`src/rtl/phsi_pkg.sv`:
```
package phsi_pkg;

  localparam int MAX_POINTS  = 64;
  localparam int COORD_BITS  = 12;
  localparam int PTR_W       = $clog2(MAX_POINTS);
  localparam int CNT_W       = $clog2(MAX_POINTS + 1);
  localparam int ADDR_SUM_W  = PTR_W + 1;
  localparam int COUNT_OUT_W = 7;
  localparam int MODE_W      = 2;
  localparam int IN_DATA_W   = ((2 * COORD_BITS + 7) / 8) * 8;
  localparam int OUT_DATA_W  = ((2 + COUNT_OUT_W + 7) / 8) * 8;
  localparam int SEG_LAT     = 3;
  localparam int DRAIN_W     = $clog2(SEG_LAT + 1);
  localparam int MIN_CROSS_COUNT = 5;

  localparam logic [MODE_W-1:0] MODE_MOVE  = 2'd0;
  localparam logic [MODE_W-1:0] MODE_GROW  = 2'd1;
  localparam logic [MODE_W-1:0] MODE_CLEAR = 2'd2;

  typedef logic signed [COORD_BITS-1:0] coord_t;

  typedef struct packed {
    coord_t y;
    coord_t x;
  } point_t;

  typedef enum logic [1:0] {
    OP_MOVE,
    OP_GROW,
    OP_CLEAR,
    OP_NONE
  } op_t;

  typedef struct packed {
    op_t    op;
    point_t pt;
  } cmd_t;

  typedef enum logic [1:0] {
    ORI_COL,
    ORI_CW,
    ORI_CCW
  } orient_t;

  typedef enum logic [1:0] {
    ST_IDLE,
    ST_SCAN,
    ST_DRAIN
  } state_t;

  // Wrap a logical point index onto the circular store.
  function automatic logic [PTR_W-1:0] wrap_addr(input logic [PTR_W-1:0] head,
                                                 input logic [CNT_W-1:0] k);
    logic [ADDR_SUM_W-1:0] s;
    s = ADDR_SUM_W'(head) + ADDR_SUM_W'(k);
    if (s >= ADDR_SUM_W'(MAX_POINTS)) begin
      s = s - ADDR_SUM_W'(MAX_POINTS);
    end
    return s[PTR_W-1:0];
  endfunction

endpackage

```
`src/rtl/phsi_front.sv`:
```
module phsi_front import phsi_pkg::*; (
  input  logic                 clk,
  input  logic                 rst,
  input  logic                 s_tvalid,
  output logic                 s_tready,
  input  logic [IN_DATA_W-1:0] s_tdata,
  input  logic [MODE_W-1:0]    s_tuser,
  output logic                 q_valid,
  output cmd_t                 q_cmd,
  input  logic                 q_pop
);

  cmd_t       slot [2];
  logic       wr_ptr;
  logic       rd_ptr;
  logic [1:0] fill;
  cmd_t       cmd_in;
  logic       push;

  always_comb begin
    case (s_tuser)
      MODE_MOVE:  cmd_in.op = OP_MOVE;
      MODE_GROW:  cmd_in.op = OP_GROW;
      MODE_CLEAR: cmd_in.op = OP_CLEAR;
      default:    cmd_in.op = OP_NONE;
    endcase
    cmd_in.pt.x = s_tdata[COORD_BITS-1:0];
    cmd_in.pt.y = s_tdata[2*COORD_BITS-1:COORD_BITS];
  end

  assign s_tready = (fill != 2'd2);
  assign push     = s_tvalid && s_tready;
  assign q_valid  = (fill != 2'd0);
  assign q_cmd    = slot[rd_ptr];

  always_ff @(posedge clk) begin
    if (push) begin
      slot[wr_ptr] <= cmd_in;
    end
  end

  always_ff @(posedge clk) begin
    if (rst) begin
      wr_ptr <= 1'b0;
      rd_ptr <= 1'b0;
      fill   <= 2'd0;
    end else begin
      if (push) begin
        wr_ptr <= !wr_ptr;
      end
      if (q_pop) begin
        rd_ptr <= !rd_ptr;
      end
      fill <= fill + 2'(push) - 2'(q_pop);
    end
  end

endmodule

```
`config.mk`:
```
export PLATFORM = sky130hd
export DESIGN_NAME = phsi_front
export DESIGN_NICKNAME = d
export VERILOG_FILES = /design/src/rtl/phsi_pkg.sv /design/src/rtl/phsi_front.sv
export SDC_FILE = /design/constraint.sdc
export NUM_CORES = 1
export LEC_CHECK = 0
export ABC_AREA = 1
export BUFFER_PORTS_ARGS = -buffer_cell sky130_fd_sc_hd__buf_2
export CAP_MARGIN = 20
export CELL_PAD_IN_SITES_DETAIL_PLACEMENT = 1
export CELL_PAD_IN_SITES_GLOBAL_PLACEMENT = 1
export CORE_MARGIN = 2
export CORE_UTILIZATION = 39
export DETAILED_ROUTE_END_ITERATION = 10
export PLACE_DENSITY = 0.84
export SYNTH_ARGS = -nofsm -noshare
export SYNTH_HDL_FRONTEND = slang
export SYNTH_SLANG_ARGS = --single-unit
```
`constraint.sdc`:
```
create_clock -name clk -period 2.1 [get_ports clk]
set_input_delay 0.105 -clock clk [delete_from_list [all_inputs] [get_ports clk]]
set_output_delay 0.105 -clock clk [all_outputs]
set_load 0.02 [all_outputs]
```
* Word level (Yosys, flattened, before mapping) *
Memories as Yosys holds them, arrays and structs flattened. A register that Yosys moved wholly into a read port is not among the register bits.
Index checks and enable logic that the tools add are counted.

operators by class
  $add $sub $neg = 2
  equality and inequality tests = 3
  mux-type cells = 5
  reduce and logical (&&, ||, !) cells = 5

operators by type and width
  cell                                           number
  case mux 2 bit (3 select lines)                1
  2-to-1 mux 1 bit                               4
  adder 2 x 1 -> 2 bit                           1
  == test 2 x 1 -> 1 bit, second input constant  1
  == test 2 bit, second input constant           1
  logical NOT 1 bit                              2
  logical NOT 2 bit                              1
  inequality test 2 bit, second input constant   1
  nonzero test 2 bit                             1
  subtractor 2 x 1 -> 2 bit                      1
  logical AND 1 bit                              1

storage, ports and cells
  register bits after elaboration = 4
  memory bits (writable) = 52
  input port bits = 30
  word-level logic and storage cells = 19
  memories = 1

memories
  name  words  width  rd ports  clocked after memory_dff  write ports  RTL line          RTL
  slot  2      26     1         1                         1            phsi_front.sv:13  cmd_t slot [2];

* Depth between registers and ports, before layout *
  word-level depth = 4
  depth in mapped cells = 11
  depth with buffers taken out = 11

* Least setup slack after synthesis *
OpenSTA, ideal clock, no wires.

  kind = reg-to-reg
  start point = register fill[0]
  end point = memory slot[0][0] (netlist bit), enable pin
  arrival time = 1.867 ns
  data required time = 1.691 ns
  slack = -0.175 ns
  cell stages (with the launch flop) = 5
  buffers on the path = 0
  path through = dfxtp_1 inv_1 nand2_1 nand2_1 nor2_1

on the way
  word-level cells in the longest chain between the ends = 4

ends and longest elaborated chain
  what                                    RTL line          RTL
  from (decl)                             phsi_front.sv:16  logic [1:0] fill;
  from (signal assigned)                  phsi_front.sv:54  fill <= fill + 2'(push) - 2'(q_pop);
  inequality test 2 bit                   phsi_front.sv:31  assign s_tready = (fill != 2'd2);
  net s_tready                            phsi_front.sv:5   output logic s_tready,
  logical AND 1 bit                       phsi_front.sv:32  assign push = s_tvalid && s_tready;
  2-to-1 mux 1 bit                        phsi_front.sv:37  if (push) begin
  2-to-1 mux 1 bit (not written as such)  phsi_front.sv:38  slot[wr_ptr] <= cmd_in;
  to (decl)                               phsi_front.sv:13

The timed path passes the listed nets, and every way through them passes these cells.

==> flow_summary.rst <==
.. list-table::
   :header-rows: 1

   * - Metric
     - Value
   * - Area growth from synthesis to layout
     - 36.0%
   * - Highest-delay cell along the critical path
     - dfxtp_2
   * - Fraction of final layout cells with drive strength greater than 1
     - 48.6%
   * - Die height
     - 79.3 µm
   * - Total inserted antenna cells
     - 0
   * - Measured slew at the worst slew-check pin
     - 0.360 ns
   * - Post-Route Utilization
     - 54.7%
   * - Maximum number of buffers from clock root to sink
     - 2
   * - Number of gates resized after cts
     - 0
   * - Library cell used as clock root buffer
     - clkbuf_8
   * - Die outline width
     - 79.3 µm
   * - GRT met2 Usage
     - 27.1%
   * - Final design area excluding fillers
     - 3010 µm²
   * - Register clock-pin slew on the reported worst setup and hold paths
     - 0.06 ns
   * - Net count after synthesis
     - 146
   * - Insertion delay of the later-clocked pin in the worst-skew pair
     - 0.32 ns
   * - Quantity of I/O buffers inserted on ports
     - 57
   * - CTS sink count
     - 57
   * - Synth Instances
     - 115
   * - Maximum frequency from static timing analysis
     - 577 MHz
   * - Type of the most critical hold path
     - input pin to register
   * - Static Leakage
     - 1.22 nW
   * - 1st-pass router iterations
     - 6
   * - Number of top-level pins
     - 58
   * - Category of cells accounting for the largest share of critical-path delay
     - flip-flops
   * - Most common cell after layout, fill and taps aside
     - buf_2
   * - Detail Route Antenna Nets
     - 0
   * - Layer with the highest usage after global routing
     - met2
   * - Sort of element at the start of the critical path
     - register
   * - Number of endpoints with negative hold slack in the final report
     - 0
   * - Top library cells by usage in the layout, fill and taps aside
     - buf_2 (57), edfxtp_1 (52), dlygate4sd3_1 (27), mux2_4 (20), clkbuf_8 (11)
   * - Mapped cell area
     - 2210 µm²
   * - Max Cap Viol
     - 0
   * - Std cell rows
     - 27
   * - Final clock period utilization by the worst path
     - 82.6%
   * - Max Clock Skew
     - 0.00586 ns
   * - Number of global-route vias before repair
     - 1415
   * - Met1 track utilization from global routing
     - 16.2%
   * - Sum of overflow across all layers after global routing
     - 0
   * - Slew headroom
     - 76.0%
   * - CP max stage delay
     - 0.53 ns
   * - Critical path start-end classification
     - register to output pin
   * - DRC errors left
     - 0
   * - Effective utilization at floorplan
     - 40.2%
   * - Yosys Warn Count
     - 0
   * - Routed vias
     - 1262
   * - Flip-flop and latch count after synthesis
     - 57
   * - Crit path max fanout
     - 12
   * - CTS tree
     - done
   * - Unique cell type count in the Yosys netlist
     - 14
   * - Placeable Area
     - 5510 µm²
   * - Required @ worst endpoint
     - 2.00 ns
   * - Total Nets Final
     - 240
   * - Peak supply drop
     - 421 µV
   * - Die Outline Area
     - 6290 µm²
   * - Placed cell areas
     - 2570 µm²
   * - Number of fillers in the final layout
     - 562
   * - Final weighted congestion in routability-driven placement
     - 0.695
   * - Clock period minus worst slack
     - 1.73 ns
   * - RSZ-0062 raised after global routing
     - no
   * - GRT met3 Usage
     - 4.77%
   * - Maximum number of pins on one net before global-route repair
     - 27
   * - Inserted Clock Buffers
     - 9
   * - Critical path endpoint category
     - output pin
   * - Status
     - finished, final reports clean
   * - Routed length per instance
     - 15.2 µm
   * - CP arrival
     - 1.63 ns
   * - Power density of the placed cells
     - 920 nW/µm²
   * - Fraction of the yosys area taken by sequential cells
     - 75.1%
   * - Max-slew violations
     - 0
   * - Synthesized area divided by synthesized cell count
     - 19.2 µm²
   * - Wirelength, routed
     - 4.33 mm
   * - Total global-route track usage
     - 15.1%
   * - Detailed Place HPWL
     - 2.92 mm
   * - Buf+Inv Stages, Crit Path
     - 2
   * - Endpoints failing setup
     - 0
   * - Ratio of routed vias to standard cells
     - 4.41
   * - Antenna violations before repair
     - 0
   * - Ordered cell list for the critical path
     - buf_4 -> mux2_4 -> buf_2
   * - Global-route wire length before repair
     - 6.78 mm
   * - Clock H-tree levels
     - 3
   * - DRC marker count from the first detailed-route iteration
     - 62
==> cells in the mapped netlist, drive strengths merged <==
master  number  area share, %
edfxtp      52             71
mux2        26             17
nand2        8            1.4
inv          6            1.0
nor2         6            1.0
dfxtp        5            4.5
buf          3            2.3
a21oi        2           0.45
clkbuf       2           0.34
nand3        2           0.45
xnor2        2           0.79
ha           1           0.57
==> cell families (layout without fill, tap and decap cells) <==
group	after synthesis	count (layout)	share of synthesized area, %
and+or+nand+nor	16	16	2.83
muxes	26	26	16.6
adders and majority gates	1	1	0.565
xor gates and xnor gates	2	2	0.792
AOI/OAI and AO/OA	2	2	0.452
buffers and inverters	11	110	3.67
DFF	57	57	75.1
==> state kept, by name, summed over array words and instances, names as in the netlist, named ones only <==
name	cells
wr_ptr	1
slot	52
rd_ptr	1
fill	2
==> final cells by class <==
| class | count | area [µm²] | area share [%] |
|---|---|---|---|
| Clock inverter | 3 | 15.0 | 0.499 |
| Sequential cell | 57 | 1660 | 55.2 |
| Multi-Input combinational cell | 47 | 475 | 15.8 |
| Timing Repair Buffer | 88 | 586 | 19.5 |
| Clock buffer | 13 | 159 | 5.28 |
| Tap cell | 72 | 90.1 | 2.99 |
| Inverter | 6 | 22.5 | 0.748 |
==> where the power goes <==
part / internal, mW / total [mW] / switching [mW]
combinational: 0.229 / 0.497 / 0.268
sequential: 1.35 / 1.39 / 0.0391
clock: 0.487 / 0.881 / 0.394
==> through the flow <==
stage	setup WS [ns]	setup TNS (ns)	total power, mW	hold slack, ns	instances
floorplan	-0.175	-9.12	1.73	0.174	115
global placement	0.678	0	1.86	0.294	243
detailed placement	0.561	0	1.88	0.299	243
CTS	0.322	0	2.81	0.0552	286
global route	0.288	0	2.88	0.0698	286
finish	0.365	0	2.77	0.0714	286
==> tightest hold or removal path, cell delays in order <==
cell	delay (ns)
buf_2	0.11
nand3_1	0.07
a21oi_1	0.06
==> repair_timing <==
action                    in CTS  in global routing
hold endpoints to repair      55                  0
buffers inserted               0                  0
hold buffers                  27                  0
==> worst paths after layout <==
kind | from | endpoint | slack [ns] | cells after the start
worst max-delay path | register | q_cmd[12] | 0.37 | 3
worst min-delay path | s_tvalid | wr_ptr | 0.07 | 3
worst max register to register | fill[0] | fill[1] | 0.56 | 11
worst min register to register | wr_ptr | wr_ptr | 0.49 | 2
==> per-layer routing <==
metal  vias to the layer above  wire length (µm)
li1                        613                 -
met1                       605              1720
met2                        40              2380
met3                         4               207
met4                         0                27
met5                         -                 0
(Power assumes the default switching activity.)
